[src/sv/ect_pkg.sv]
// ----------------------------------------------------------------------------
// ect_pkg
// Shared types, constants and index helpers for the ear-clipping triangulator.
// ----------------------------------------------------------------------------
package ect_pkg;

    localparam int MAX_VERTICES = 64;
    localparam int COORD_BITS   = 16;
    localparam int AW           = $clog2(MAX_VERTICES);
    localparam int NW           = $clog2(MAX_VERTICES + 1);
    localparam int SUM_W        = 2 * COORD_BITS + 4;
    localparam int ACC_W        = SUM_W + AW;

    localparam logic [1:0] ST_OK    = 2'd0;
    localparam logic [1:0] ST_FEW   = 2'd1;
    localparam logic [1:0] ST_NOEAR = 2'd2;
    localparam logic [1:0] ST_OVF   = 2'd3;

    typedef struct packed {
        logic signed [COORD_BITS-1:0] x;
        logic signed [COORD_BITS-1:0] y;
    } t_vtx;

    typedef struct packed {
        logic signed [COORD_BITS-1:0] vertex_x;
        logic signed [COORD_BITS-1:0] vertex_y;
        logic                         last_vertex;
    } t_in;

    typedef struct packed {
        logic signed [COORD_BITS-1:0] corner_a_x;
        logic signed [COORD_BITS-1:0] corner_a_y;
        logic signed [COORD_BITS-1:0] corner_b_x;
        logic signed [COORD_BITS-1:0] corner_b_y;
        logic signed [COORD_BITS-1:0] corner_c_x;
        logic signed [COORD_BITS-1:0] corner_c_y;
        logic                         has_triangle;
        logic                         final_result;
        logic [1:0]                   status;
    } t_out;

    typedef struct packed {
        logic start;
        t_vtx a;
        t_vtx b;
        t_vtx c;
    } t_sign_req;

    typedef enum logic [2:0] {
        SS_ABC,
        SS_ABP,
        SS_BCP,
        SS_CAP,
        SS_FAN
    } t_ssel;

    typedef enum logic [5:0] {
        S_IDLE, S_START, S_ROUND, S_FIN,
        S_AR0, S_AR1, S_AR2, S_AR3, S_AR4, S_ARD,
        S_RV0, S_RV1, S_RV2, S_RV3,
        S_CL0, S_CL1, S_CL2, S_CL3,
        S_ES0, S_ES1, S_ES2,
        S_EI0, S_EI1, S_EI2, S_EI3, S_EI4, S_EI5,
        S_CUT0, S_CUT1, S_CUT2, S_CUT3, S_CUT4, S_CUT5, S_CUT6, S_CUT8, S_CUT9,
        S_F0, S_F1, S_F2, S_F3,
        S_SG0, S_SG1,
        S_E0, S_E1,
        S_EMIT, S_DONE
    } t_state;

    function automatic logic [AW-1:0] prev_idx(input logic [AW-1:0] i,
                                               input logic [NW-1:0] n);
        logic [NW-1:0] m;
        m = n - NW'(1);
        return (i == '0) ? m[AW-1:0] : i - AW'(1);
    endfunction

    function automatic logic [AW-1:0] next_idx(input logic [AW-1:0] i,
                                               input logic [NW-1:0] n);
        logic [NW-1:0] s;
        s = NW'(i) + NW'(1);
        return (s >= n) ? '0 : s[AW-1:0];
    endfunction

    function automatic t_out mk_out(input t_vtx a, input t_vtx b, input t_vtx c,
                                    input logic has, input logic fin,
                                    input logic [1:0] st);
        t_out o;
        o.corner_a_x   = has ? a.x : '0;
        o.corner_a_y   = has ? a.y : '0;
        o.corner_b_x   = has ? b.x : '0;
        o.corner_b_y   = has ? b.y : '0;
        o.corner_c_x   = has ? c.x : '0;
        o.corner_c_y   = has ? c.y : '0;
        o.has_triangle = has;
        o.final_result = fin;
        o.status       = st;
        return o;
    endfunction

endpackage

[src/sv/ear_clipping_triangulator.sv]
// ----------------------------------------------------------------------------
// ear_clipping_triangulator
// Ear-clipping triangulation of a polygon held in an on-chip vertex memory.
// ----------------------------------------------------------------------------
// Input channel (i_in_valid / o_in_ready, payload i_in_data): one vertex per
// transaction, one cycle each. The transaction with last_vertex set starts
// the run; o_in_ready stays low until the run's final result is handed to
// the output register.
// Output channel (o_out_valid / i_out_ready, payload o_out_data): one
// triangle per transaction; the last one has final_result set and carries
// the last triangle or only a status. Status-only results carry zero corners.
// Orientation tests run in the shared determinant unit; three-vertex fetches
// read the single-read vertex memory. One round covers the area sum, an
// optional reversal and the concave marking; the ear search then tests each
// concave vertex against each candidate tip.
// A stalled receiver holds the result register and the sequencer waits.
// Reset (synchronous, active low) empties the store and the output register.
// ----------------------------------------------------------------------------
module ear_clipping_triangulator
    import ect_pkg::*;
(
    input  logic i_clk,
    input  logic i_rst_n,
    input  logic i_in_valid,
    output logic o_in_ready,
    input  t_in  i_in_data,
    output logic o_out_valid,
    input  logic i_out_ready,
    output t_out o_out_data
);

    t_vtx                    mem_v [MAX_VERTICES];
    logic                    mem_c [MAX_VERTICES];

    t_state                  r_state, n_state;
    t_state                  r_ret, n_ret;
    t_ssel                   r_ssel, n_ssel;
    logic [NW-1:0]           r_n, n_n;
    logic                    r_ovf, n_ovf;
    logic [NW-1:0]           r_cc, n_cc;
    logic [NW-1:0]           r_i, n_i;
    logic [NW-1:0]           r_t, n_t;
    logic [AW-1:0]           r_idx, n_idx;
    logic [AW-1:0]           r_e, n_e;
    logic [AW-1:0]           r_ni, n_ni;
    t_vtx                    r_a, n_a, r_b, n_b, r_c, n_c, r_p, n_p;
    logic signed [ACC_W-1:0] r_acc, n_acc;
    logic                    r_s1p, n_s1p, r_s2p, n_s2p;
    logic                    r_s1n, n_s1n, r_s2n, n_s2n;
    t_out                    r_pend, n_pend;
    t_out                    r_out;
    logic                    r_oval;

    t_vtx                    r_vrd;
    logic                    r_crd;
    logic                    w_vwe, w_cwe, w_cwd, w_load;
    logic [AW-1:0]           w_vwa, w_vra, w_cwa, w_cra;
    t_vtx                    w_vwd;
    t_sign_req               w_req;
    logic                    w_done;
    logic signed [SUM_W-1:0] w_sval;
    logic                    w_pos, w_zero;
    logic [NW-1:0]           w_mirror;

    assign w_pos    = (w_sval > 0);
    assign w_zero   = (w_sval == '0);
    assign w_mirror = r_n - NW'(1) - r_i;
    assign w_load   = (r_state == S_EMIT) && (!r_oval || i_out_ready);

    ect_sign u_sign (
        .i_clk   (i_clk),
        .i_rst_n (i_rst_n),
        .i_req   (w_req),
        .o_done  (w_done),
        .o_value (w_sval)
    );

    always_ff @(posedge i_clk) begin
        if (w_vwe) begin
            mem_v[w_vwa] <= w_vwd;
        end
        r_vrd <= mem_v[w_vra];
    end

    always_ff @(posedge i_clk) begin
        if (w_cwe) begin
            mem_c[w_cwa] <= w_cwd;
        end
        r_crd <= mem_c[w_cra];
    end

    always_ff @(posedge i_clk) begin
        if (!i_rst_n) begin
            r_state <= S_IDLE;
            r_ret   <= S_IDLE;
            r_n     <= '0;
            r_ovf   <= 1'b0;
            r_oval  <= 1'b0;
        end else begin
            r_state <= n_state;
            r_ret   <= n_ret;
            r_n     <= n_n;
            r_ovf   <= n_ovf;
            if (w_load) begin
                r_oval <= 1'b1;
            end else if (i_out_ready) begin
                r_oval <= 1'b0;
            end
        end
    end

    always_ff @(posedge i_clk) begin
        r_ssel <= n_ssel;
        r_cc   <= n_cc;
        r_i    <= n_i;
        r_t    <= n_t;
        r_idx  <= n_idx;
        r_e    <= n_e;
        r_ni   <= n_ni;
        r_a    <= n_a;
        r_b    <= n_b;
        r_c    <= n_c;
        r_p    <= n_p;
        r_acc  <= n_acc;
        r_s1p  <= n_s1p;
        r_s1n  <= n_s1n;
        r_s2p  <= n_s2p;
        r_s2n  <= n_s2n;
        r_pend <= n_pend;
        if (w_load) begin
            r_out <= r_pend;
        end
    end

    always_comb begin
        n_state = r_state;
        n_ret   = r_ret;
        n_ssel  = r_ssel;
        n_n     = r_n;
        n_ovf   = r_ovf;
        n_cc    = r_cc;
        n_i     = r_i;
        n_t     = r_t;
        n_idx   = r_idx;
        n_e     = r_e;
        n_ni    = r_ni;
        n_a     = r_a;
        n_b     = r_b;
        n_c     = r_c;
        n_p     = r_p;
        n_acc   = r_acc;
        n_s1p   = r_s1p;
        n_s1n   = r_s1n;
        n_s2p   = r_s2p;
        n_s2n   = r_s2n;
        n_pend  = r_pend;
        unique case (r_state)
            S_IDLE: begin
                if (i_in_valid) begin
                    if (r_n < NW'(MAX_VERTICES)) begin
                        n_n = r_n + NW'(1);
                    end else begin
                        n_ovf = 1'b1;
                    end
                    if (i_in_data.last_vertex) begin
                        n_state = S_START;
                    end
                end
            end
            S_START: begin
                if (r_ovf) begin
                    n_pend  = mk_out(r_a, r_b, r_c, 1'b0, 1'b1, ST_OVF);
                    n_ret   = S_DONE;
                    n_state = S_EMIT;
                end else if (r_n < NW'(3)) begin
                    n_pend  = mk_out(r_a, r_b, r_c, 1'b0, 1'b1, ST_FEW);
                    n_ret   = S_DONE;
                    n_state = S_EMIT;
                end else begin
                    n_state = S_ROUND;
                end
            end
            S_ROUND: begin
                if (r_n > NW'(3)) begin
                    n_state = S_AR0;
                end else if (r_n == NW'(3)) begin
                    n_idx   = AW'(1);
                    n_ret   = S_FIN;
                    n_state = S_F0;
                end else begin
                    n_pend  = mk_out(r_a, r_b, r_c, 1'b0, 1'b1, ST_OK);
                    n_ret   = S_DONE;
                    n_state = S_EMIT;
                end
            end
            S_FIN: begin
                n_pend  = mk_out(r_a, r_b, r_c, 1'b1, 1'b1, ST_OK);
                n_ret   = S_DONE;
                n_state = S_EMIT;
            end
            S_AR0: begin
                n_state = S_AR1;
            end
            S_AR1: begin
                n_p     = r_vrd;
                n_i     = NW'(1);
                n_acc   = '0;
                n_state = S_AR2;
            end
            S_AR2: begin
                if (r_i == r_n - NW'(1)) begin
                    n_state = S_ARD;
                end else begin
                    n_idx   = r_i[AW-1:0];
                    n_ret   = S_AR3;
                    n_state = S_F0;
                end
            end
            S_AR3: begin
                n_ssel  = SS_FAN;
                n_ret   = S_AR4;
                n_state = S_SG0;
            end
            S_AR4: begin
                n_acc   = r_acc + ACC_W'(w_sval);
                n_i     = r_i + NW'(1);
                n_state = S_AR2;
            end
            S_ARD: begin
                n_i = '0;
                if (!(r_acc > 0)) begin
                    n_state = S_RV0;
                end else begin
                    n_state = S_CL0;
                end
            end
            S_RV0: begin
                if (r_i >= (r_n >> 1)) begin
                    n_state = S_CL0;
                end else begin
                    n_state = S_RV1;
                end
            end
            S_RV1: begin
                n_a     = r_vrd;
                n_state = S_RV2;
            end
            S_RV2: begin
                n_state = S_RV3;
            end
            S_RV3: begin
                n_i     = r_i + NW'(1);
                n_state = S_RV0;
            end
            S_CL0: begin
                n_i     = '0;
                n_cc    = '0;
                n_state = S_CL1;
            end
            S_CL1: begin
                if (r_i == r_n) begin
                    n_state = S_ES0;
                end else begin
                    n_idx   = r_i[AW-1:0];
                    n_ret   = S_CL2;
                    n_state = S_F0;
                end
            end
            S_CL2: begin
                n_ssel  = SS_ABC;
                n_ret   = S_CL3;
                n_state = S_SG0;
            end
            S_CL3: begin
                n_cc    = r_cc + NW'(w_sval < 0);
                n_i     = r_i + NW'(1);
                n_state = S_CL1;
            end
            S_ES0: begin
                n_t     = '0;
                n_state = S_ES1;
            end
            S_ES1: begin
                if (r_t == r_n) begin
                    n_pend  = mk_out(r_a, r_b, r_c, 1'b0, 1'b1, ST_NOEAR);
                    n_ret   = S_DONE;
                    n_state = S_EMIT;
                end else begin
                    n_idx   = r_t[AW-1:0];
                    n_ret   = S_ES2;
                    n_state = S_F0;
                end
            end
            S_ES2: begin
                n_i = '0;
                if (r_cc == '0) begin
                    n_state = S_CUT0;
                end else begin
                    n_state = S_EI0;
                end
            end
            S_EI0: begin
                if (r_i + NW'(1) >= r_n) begin
                    n_state = S_CUT0;
                end else begin
                    n_state = S_EI1;
                end
            end
            S_EI1: begin
                if (!r_crd) begin
                    n_i     = r_i + NW'(1);
                    n_state = S_EI0;
                end else begin
                    n_state = S_EI2;
                end
            end
            S_EI2: begin
                n_p     = r_vrd;
                n_ssel  = SS_ABP;
                n_ret   = S_EI3;
                n_state = S_SG0;
            end
            S_EI3: begin
                n_s1p   = w_pos;
                n_s1n   = !w_pos;
                n_ssel  = SS_BCP;
                n_ret   = S_EI4;
                n_state = S_SG0;
            end
            S_EI4: begin
                n_s2p   = w_pos;
                n_s2n   = !w_pos;
                n_ssel  = SS_CAP;
                n_ret   = S_EI5;
                n_state = S_SG0;
            end
            S_EI5: begin
                if ((r_s1p && r_s2p && w_pos) || (r_s1n && r_s2n && !w_pos)) begin
                    n_t     = r_t + NW'(1);
                    n_state = S_ES1;
                end else begin
                    n_i     = r_i + NW'(1);
                    n_state = S_EI0;
                end
            end
            S_CUT0: begin
                n_ssel  = SS_ABC;
                n_ret   = S_CUT1;
                n_state = S_SG0;
            end
            S_CUT1: begin
                if (!w_zero) begin
                    n_pend  = mk_out(r_a, r_b, r_c, 1'b1, 1'b0, ST_OK);
                    n_ret   = S_CUT2;
                    n_state = S_EMIT;
                end else begin
                    n_state = S_CUT2;
                end
            end
            S_CUT2: begin
                n_e     = r_t[AW-1:0];
                n_ret   = S_CUT3;
                n_state = S_E0;
            end
            S_CUT3: begin
                if (r_n < NW'(3)) begin
                    n_state = S_ROUND;
                end else begin
                    n_ni    = (r_t == r_n) ? '0 : r_t[AW-1:0];
                    n_idx   = (r_t == r_n) ? '0 : r_t[AW-1:0];
                    n_ret   = S_CUT4;
                    n_state = S_F0;
                end
            end
            S_CUT4: begin
                n_ssel  = SS_ABC;
                n_ret   = S_CUT5;
                n_state = S_SG0;
            end
            S_CUT5: begin
                if (w_zero) begin
                    n_e     = r_ni;
                    n_ret   = S_CUT6;
                    n_state = S_E0;
                end else begin
                    n_idx   = prev_idx(r_ni, r_n);
                    n_ret   = S_CUT8;
                    n_state = S_F0;
                end
            end
            S_CUT6: begin
                if (r_n > NW'(3)) begin
                    n_idx   = prev_idx(r_ni, r_n);
                    n_ret   = S_CUT8;
                    n_state = S_F0;
                end else begin
                    n_state = S_ROUND;
                end
            end
            S_CUT8: begin
                n_ssel  = SS_ABC;
                n_ret   = S_CUT9;
                n_state = S_SG0;
            end
            S_CUT9: begin
                if (w_zero) begin
                    n_e     = r_idx;
                    n_ret   = S_ROUND;
                    n_state = S_E0;
                end else begin
                    n_state = S_ROUND;
                end
            end
            S_F0: begin
                n_state = S_F1;
            end
            S_F1: begin
                n_a     = r_vrd;
                n_state = S_F2;
            end
            S_F2: begin
                n_b     = r_vrd;
                n_state = S_F3;
            end
            S_F3: begin
                n_c     = r_vrd;
                n_state = r_ret;
            end
            S_SG0: begin
                n_state = S_SG1;
            end
            S_SG1: begin
                if (w_done) begin
                    n_state = r_ret;
                end
            end
            S_E0: begin
                if (NW'(r_e) + NW'(1) >= r_n) begin
                    n_n     = r_n - NW'(1);
                    n_state = r_ret;
                end else begin
                    n_state = S_E1;
                end
            end
            S_E1: begin
                n_e     = r_e + AW'(1);
                n_state = S_E0;
            end
            S_EMIT: begin
                if (!r_oval || i_out_ready) begin
                    n_state = r_ret;
                end
            end
            S_DONE: begin
                n_n     = '0;
                n_ovf   = 1'b0;
                n_state = S_IDLE;
            end
            default: begin
                n_state = S_IDLE;
            end
        endcase
    end

    always_comb begin
        o_in_ready  = 1'b0;
        w_vwe       = 1'b0;
        w_vwa       = r_e;
        w_vwd       = r_vrd;
        w_vra       = r_idx;
        w_cwe       = 1'b0;
        w_cwa       = r_i[AW-1:0];
        w_cwd       = (w_sval < 0);
        w_cra       = r_i[AW-1:0];
        w_req.start = 1'b0;
        w_req.a     = r_a;
        w_req.b     = r_b;
        w_req.c     = r_c;
        unique case (r_state)
            S_IDLE: begin
                o_in_ready    = 1'b1;
                w_vwe         = i_in_valid && (r_n < NW'(MAX_VERTICES));
                w_vwa         = r_n[AW-1:0];
                w_vwd.x       = i_in_data.vertex_x;
                w_vwd.y       = i_in_data.vertex_y;
            end
            S_AR0: begin
                w_vra = '0;
            end
            S_RV0: begin
                w_vra = r_i[AW-1:0];
            end
            S_RV1: begin
                w_vra = w_mirror[AW-1:0];
            end
            S_RV2: begin
                w_vwe = 1'b1;
                w_vwa = r_i[AW-1:0];
                w_vwd = r_vrd;
            end
            S_RV3: begin
                w_vwe = 1'b1;
                w_vwa = w_mirror[AW-1:0];
                w_vwd = r_a;
            end
            S_CL3: begin
                w_cwe = 1'b1;
            end
            S_EI0: begin
                w_cra = r_i[AW-1:0];
            end
            S_EI1: begin
                w_vra = r_i[AW-1:0];
            end
            S_F0: begin
                w_vra = prev_idx(r_idx, r_n);
            end
            S_F1: begin
                w_vra = r_idx;
            end
            S_F2: begin
                w_vra = next_idx(r_idx, r_n);
            end
            S_SG0: begin
                w_req.start = 1'b1;
                case (r_ssel)
                    SS_ABP: begin
                        w_req.c = r_p;
                    end
                    SS_BCP: begin
                        w_req.a = r_b;
                        w_req.b = r_c;
                        w_req.c = r_p;
                    end
                    SS_CAP: begin
                        w_req.a = r_c;
                        w_req.b = r_a;
                        w_req.c = r_p;
                    end
                    SS_FAN: begin
                        w_req.a = r_p;
                    end
                    default: begin
                    end
                endcase
            end
            S_E0: begin
                w_vra = r_e + AW'(1);
            end
            S_E1: begin
                w_vwe = 1'b1;
                w_vwa = r_e;
                w_vwd = r_vrd;
            end
            default: begin
            end
        endcase
    end

    assign o_out_valid = r_oval;
    assign o_out_data  = r_out;

endmodule

[src/sv/ect_sign.sv]
// ----------------------------------------------------------------------------
// ect_sign
// Multi-cycle orientation determinant of three vertices, one product a cycle.
// ----------------------------------------------------------------------------
module ect_sign
    import ect_pkg::*;
(
    input  logic                    i_clk,
    input  logic                    i_rst_n,
    input  t_sign_req               i_req,
    output logic                    o_done,
    output logic signed [SUM_W-1:0] o_value
);

    logic signed [COORD_BITS-1:0]   r_x [3];
    logic signed [COORD_BITS:0]     r_d [3];
    logic signed [2*COORD_BITS:0]   r_prod;
    logic signed [SUM_W-1:0]        r_acc;
    logic                           r_busy;
    logic                           r_pv;
    logic                           r_done;
    logic [1:0]                     r_k;

    always_ff @(posedge i_clk) begin
        if (!i_rst_n) begin
            r_busy <= 1'b0;
            r_pv   <= 1'b0;
            r_done <= 1'b0;
            r_k    <= 2'd0;
        end else begin
            r_done <= 1'b0;
            if (i_req.start) begin
                r_busy <= 1'b1;
                r_pv   <= 1'b0;
                r_k    <= 2'd0;
            end else if (r_busy) begin
                if (r_k != 2'd3) begin
                    r_k  <= r_k + 2'd1;
                    r_pv <= 1'b1;
                end else begin
                    r_pv <= 1'b0;
                end
                if (r_k == 2'd3 && r_pv) begin
                    r_busy <= 1'b0;
                    r_done <= 1'b1;
                end
            end
        end
    end

    always_ff @(posedge i_clk) begin
        if (i_req.start) begin
            r_x[0] <= i_req.a.x;
            r_x[1] <= i_req.b.x;
            r_x[2] <= i_req.c.x;
            r_d[0] <= (COORD_BITS+1)'(i_req.c.y) - (COORD_BITS+1)'(i_req.b.y);
            r_d[1] <= (COORD_BITS+1)'(i_req.a.y) - (COORD_BITS+1)'(i_req.c.y);
            r_d[2] <= (COORD_BITS+1)'(i_req.b.y) - (COORD_BITS+1)'(i_req.a.y);
            r_acc  <= '0;
        end else if (r_busy) begin
            if (r_k != 2'd3) begin
                r_prod <= r_x[r_k] * r_d[r_k];
            end
            if (r_pv) begin
                r_acc <= r_acc + SUM_W'(r_prod);
            end
        end
    end

    assign o_done  = r_done;
    assign o_value = r_acc;

endmodule

[config.mk]
export PLATFORM = sky130hd
export DESIGN_NAME = ear_clipping_triangulator
export DESIGN_NICKNAME = d
export VERILOG_FILES = /design/src/sv/ect_pkg.sv /design/src/sv/ear_clipping_triangulator.sv /design/src/sv/ect_sign.sv
export SDC_FILE = /design/constraint.sdc
export NUM_CORES = 2
export LEC_CHECK = 0
export BUFFER_PORTS_ARGS = -buffer_cell sky130_fd_sc_hd__buf_2
export CAP_MARGIN = 20
export CORE_MARGIN = 2
export CORE_UTILIZATION = 40
export DETAILED_ROUTE_END_ITERATION = 7
export GPL_TIMING_DRIVEN = 0
export PLACE_DENSITY = 0.63
export REMOVE_ABC_BUFFERS = 1
export SLEW_MARGIN = 20
export SYNTH_ARGS = -nofsm -noshare
export SYNTH_HDL_FRONTEND = slang
export SYNTH_HIERARCHICAL = 1
export SYNTH_SLANG_ARGS = --single-unit
[constraint.sdc]
create_clock -name i_clk -period 17.7 [get_ports i_clk]
set_input_delay 0.885 -clock i_clk [delete_from_list [all_inputs] [get_ports i_clk]]
set_output_delay 0.885 -clock i_clk [all_outputs]
set_load 0.005 [all_outputs]
* After elaboration in Yosys (flattened, before gate mapping) *
Memories as Yosys holds them, arrays and structs flattened. A register that Yosys moved wholly into a read port is not among the register bits.
Cells that the tools add are included.

word-level totals
  bits in registers = 511
  bits in writable memories = 2,211
  input bits = 37
  output and inout bits = 102
  logic and storage cells = 321
  memories = 4

operators by class
  add/sub/neg operators = 17
  multipliers = 1
  $lt $le $gt $ge = 10
  equal/unequal tests = 79
  mux-type cells = 102
  bitwise logic cells = 4
  reductions and logical operators = 55

memories
  memory      words  width  read ports  clocked after Yosys merged registers in  wr ports  line                             source
  mem_v       64     32     1           1                                        1         ear_clipping_triangulator.sv:32  t_vtx mem_v [MAX_VERTICES];
  mem_c       64     1      1           1                                        1         ear_clipping_triangulator.sv:33  logic mem_c [MAX_VERTICES];
  u_sign.r_d  3      17     1           1                                        3         ect_sign.sv:16                   logic signed [COORD_BITS:0] r_d [3];
  u_sign.r_x  3      16     1           1                                        3         ect_sign.sv:15                   logic signed [COORD_BITS-1:0] r_x [3];

operators by type and width
  kind                                                                               number
  100-bit two-way mux                                                                6
  100-bit case mux with 5 select lines                                               1
  6-bit two-way mux                                                                  39
  6-bit case mux with 35 select lines                                                1
  32-bit case mux with 2 select lines                                                2
  6-bit case mux with 20 select lines                                                1
  97-bit two-way mux                                                                 1
  6-bit by 5-bit == test with 1-bit output (second input constant)                   16
  32-bit case mux with 3 select lines                                                1
  6-bit == test (second input constant)                                              14
  42-bit case mux with 2 select lines                                                1
  16-bit by 16-bit subtractor with 17-bit output                                     3
  6-bit by 4-bit == test with 1-bit output (second input constant)                   8
  2-bit inequality test (second input constant)                                      22
  42-bit by 36-bit adder with 42-bit output                                          1
  42-bit by 1-bit greater-than comparator with 1-bit output (second input constant)  1
  7-bit two-way mux                                                                  6
  6-bit case mux with 7 select lines                                                 1
  36-bit by 33-bit adder with 36-bit output                                          1
  36-bit by 1-bit greater-than comparator with 1-bit output (second input constant)  1
  36-bit logical NOT                                                                 1
  36-bit by 1-bit less-than comparator with 1-bit output (second input constant)     1
  6-bit case mux with 6 select lines                                                 1
  7-bit case mux with 5 select lines                                                 1
  57 further kinds                                                                   137

* Longest topological paths before layout *
  depth in word-level cells = 6
  depth in mapped cells = 30
  mapped depth without buffers = 27

* Modules after synthesis *
Netlist, hierarchy kept.

by module, submodules not included
  module                     instances  cells each  area an instance (µm²)  sequential area each (µm²)
  ear_clipping_triangulator  1          8,021       106,407.1               76,993.8
  ect_sign                   1          2,140       20,174.3                4,824.6

* Worst setup path after synthesis *
OpenSTA, ideal clock, no wires.

  path kind = reg2reg
  start = reg u_sign.r_acc[35], in the netlist u_sign/o_value[35]
  end = reg r_pend[0] (netlist name), enable pin
  setup time = 1,089 ps
  data arrival time = 17,253 ps
  required time = 16,611 ps
  slack = -642 ps
  stages on the path, launching flop included = 7
  buffers on the path = 0
  clock period less this slack = 18,342 ps
  cell sequence = dfxtp_1 > nor4_1 > nand4_1 > nor3_1 > nand2b_1 > nand2_1 > a2111oi_0

on the way
  longest elaborated chain between the ends = 3

RTL lines
  item                                    line                              source
  from (decl)                             ect_sign.sv:18                    logic signed [SUM_W-1:0] r_acc;
  from (signal assigned)                  ect_sign.sv:65                    r_acc <= r_acc + SUM_W'(r_prod);
  36-bit logical NOT                      ear_clipping_triangulator.sv:66   assign w_zero = (w_sval == '0);
  2-bit inequality test (no source line)  --
  6-bit AND reduction (no source line)    --
  to (signal assigned)                    ear_clipping_triangulator.sv:129  r_pend <= n_pend;
  to (decl)                               ear_clipping_triangulator.sv:50   t_out r_pend, n_pend;

No other way between the ends.
A chain may end at the register's enable or synchronous reset.

==> flow_metrics.env <==
export IMPL_status="completed"
export IMPL_grt_start_max_net_pins=76
export IMPL_place_congestion=0.912
export IMPL_num_rows=206
export IMPL_syn2layout_area_growth_pct=16.6
export IMPL_cts_tree="done"
export IMPL_cp_required_ns=18.27
export IMPL_die_y_microns=567
export IMPL_grt_pass1_vias=83296
export IMPL_ys_seq_elements=2757
export IMPL_gr_total_overflow=0
export IMPL_start_util_pct=40.2
export IMPL_min_period_ns=8.24
export IMPL_clk_latency_ns=0.89
export IMPL_io_buffers=138
export IMPL_drive_above_1_share_pct=11.4
export IMPL_syn_avg_cell_area_sq_um=12.5
export IMPL_crit_path_max_incr_delay_ns=0.96
export IMPL_post_route_drc_count=0
export IMPL_fmax_ghz=0.121
export IMPL_dpl_cell_area_sq_um=138000
export IMPL_r2r_cells=22
export IMPL_powerDensity_nw_per_um2=164
export IMPL_finClkSkew_ns=0.0962
export IMPL_vias_per_cell=5.73
export IMPL_rsz0062_at_grt="false"
export IMPL_fin_area_sq_um=148000
export IMPL_async_flop_share_pct=0
export IMPL_syn_cell_area_sq_um=127000
export IMPL_drv_slew=0
export IMPL_routed_wl_mm=372
export IMPL_clk_pin_slew_worst_paths_ns=0.06
export IMPL_synth_enable_flop_cells=2660
export IMPL_post_route_util_pct=46.9
export IMPL_postCtsSetupRepairBufs=0
export IMPL_final_nets=10943
export IMPL_relSlewSlack_pct=16.9
export IMPL_cts_resized=0
export IMPL_cp_start_kind="flip-flop"
export IMPL_worstSetupPathType="flip-flop to flip-flop"
export IMPL_dp_cells=14241
export IMPL_slowest_stage="fa_1"
export IMPL_clockBufferDepth=4
export IMPL_power_leakage_nw=53.2
export IMPL_antenna_found_initial=39
export IMPL_num_io_pins=139
export IMPL_clock_sinks=2757
export IMPL_synth_area_leaders="edfxtp_1 (63%), nand2_1 (6.4%), fa_1 (4.5%)"
export IMPL_synth_warnings=6
export IMPL_ys_types=98
export IMPL_fin_crit_sh_pct=46.6
export IMPL_vias=84828
export IMPL_ys_seq_area_share_pct=64.6
export IMPL_hold_viol=0
export IMPL_dieArea_sq_um=321000
export IMPL_stdcell_count=14811
export IMPL_setup_violations=0
export IMPL_synthesis_instances=10161
export IMPL_drt_pass1_iter_count=8
export IMPL_ir_drop_mv=0.202
export IMPL_hold_ws_ns=0.409
export IMPL_synth_flop_cell="edfxtp_1"
export IMPL_htree_num_levels=5
export IMPL_drt_wirelength_per_cell_microns=25.1
export IMPL_synth_common_cells="edfxtp_1 (2660), nand2_1 (2149), nand3_1 (602)"
export IMPL_ant_nets=0
export IMPL_yosysTopAreaCell="edfxtp_1"
export IMPL_yosysMostFrequentCell="edfxtp_1"
export IMPL_drtIter0Drc=9528
export IMPL_end_kind="flip-flop"
export IMPL_post_dp_hpwl_mm=253
export IMPL_cp_common_cell="fa_1"
export IMPL_postCtsHoldBufs=0
export IMPL_hold_depth=0
export IMPL_worst_pin_slew_ns=1.23
export IMPL_path_cells="mux2i_1 -> o21ai_1 -> nand2_1 -> inv_1 -> fa_1 -> fa_1 -> fa_1 -> fa_1 -> fa_1 -> inv_1 -> fa_1 -> inv_1 -> ha_1 -> o21ai_0 -> nand2b_1 -> a31oi_1 -> o21bai_1 -> nor3_1 -> a21oi_2 -> a211o_1 -> a21oi_2 -> xnor2_1"
export IMPL_synth_top_cell_area_share_pct=63.1
export IMPL_cp_data_arrival_time_ns=8.82
export IMPL_grt_pass1_wl_mm=543
export IMPL_grt_usage_pct=22.5
export IMPL_fp_dieW_microns=567
export IMPL_crit_fanout=33
export IMPL_hold_class="flip-flop to flip-flop"
export IMPL_cts_root_buf="clkbuf_16"
export IMPL_numCtsBuffers=288
export IMPL_coreArea_sq_um=315000
export IMPL_cap_violations=0
==> placed cells by master, fill, tap and decap left out, types with 68 or more instances in the layout <==
master and n:
nor2_1 485, a21o_1 69, a311oi_1 68, and3_1 220, ha_1 251, clkbuf_16 295, dfxtp_1 88, buf_12 93
inv_1 428, diode_2 70, buf_16 155, fa_1 282, o21ai_0 198, a21oi_1 358, nand2_1 2112, a22oi_1 124
and2_1 128, nor2_4 71, mux2i_1 139, a31oi_1 153, buf_2 171, nand3_1 601, xnor2_1 117, edfxtp_1 2660
==> per-layer routing <==
layer  global-route usage (%)  part of all wire, %  routed length [microns]  vias to the layer above
met2                     36.3                   47                   174000                     3999
met4                     12.3                  5.9                    22000                        4
met3                     3.65                  8.5                    31500                      852
li1                         -                    -                        -                    37432
met5                        0               0.0065                       24                        -
met1                     29.1                   39                   144000                    42541
==> worst max-delay path, delay by kind of cell, from the launching register on <==
family / cells / cell delay, ns
compound gates: 7 / 1.94
xor+xnor: 1 / 0.07
fa+ha+maj: 7 / 4.00
buf+inv: 3 / 0.25
flops: 1 / 0.80
mux: 1 / 0.31
simple gates: 3 / 0.56
==> cell families after synthesis <==
kind of cell	synth area share, %
simple gates	14.1
flops	64.6
compound gates	7.67
buf+inv	3.04
fa+ha+maj	6.94
mux	2.42
xor+xnor	1.19
==> sequential cells by signal (all words and copies together), names as in the netlist, 32 cells and up, named ones only <==
register        cells
r_c                32
r_a                32
u_sign/o_value     36
r_acc              42
u_sign/r_prod      33
mem_c              64
r_b                32
o_out_data        100
mem_v            2048
u_sign/r_x         48
r_pend            100
u_sign/r_d         51
r_p                32
r_vrd              32
==> path summary, 6_finish.rpt <==
path | startpoint | end | slack [ns]
setup reg to reg | flip-flop | u_sign/r_prod[31] | 9.46
hold / removal | r_pend[29] | o_out_data[29] | 0.41
setup / recovery | flip-flop | u_sign/r_prod[31] | 9.46
hold reg to reg | r_pend[29] | o_out_data[29] | 0.41
==> through the flow <==
step           TNS (ns)  power (mW)  worst slack [ns]
2_1_floorplan   -381.55        16.1            -10.21
3_3_place_gp   -2667.52        20.1            -32.69
3_5_place_dp          0        18.3              9.52
4_1_cts               0        24.2              9.48
5_1_grt               0        25.3              9.05
6_report              0        24.2              9.46
==> where the power goes <==
group / total [mW] / internal, mW / leakage, nW / switching, mW
Sequential: 9.30 / 8.98 / 24.9 / 0.315
Combinational: 9.02 / 2.99 / 23.9 / 6.03
Clock: 5.89 / 3.41 / 4.43 / 2.48
Total: 24.2 / 15.4 / 53.2 / 8.83
==> layout make-up <==
| class | count | area (sq um) |
|---|---|---|
| flip-flops and latches | 2757 | 81800 |
| multi-input cells | 6431 | 42200 |
| diodes | 70 | 175 |
| fillers | 26970 | 167000 |
| inverters | 432 | 1620 |
| repair buffers | 463 | 7520 |
| clock inverters | 141 | 1330 |
| well taps | 4160 | 5200 |
| clock buffers | 357 | 7700 |
Power figures use the tool's default switching activity.
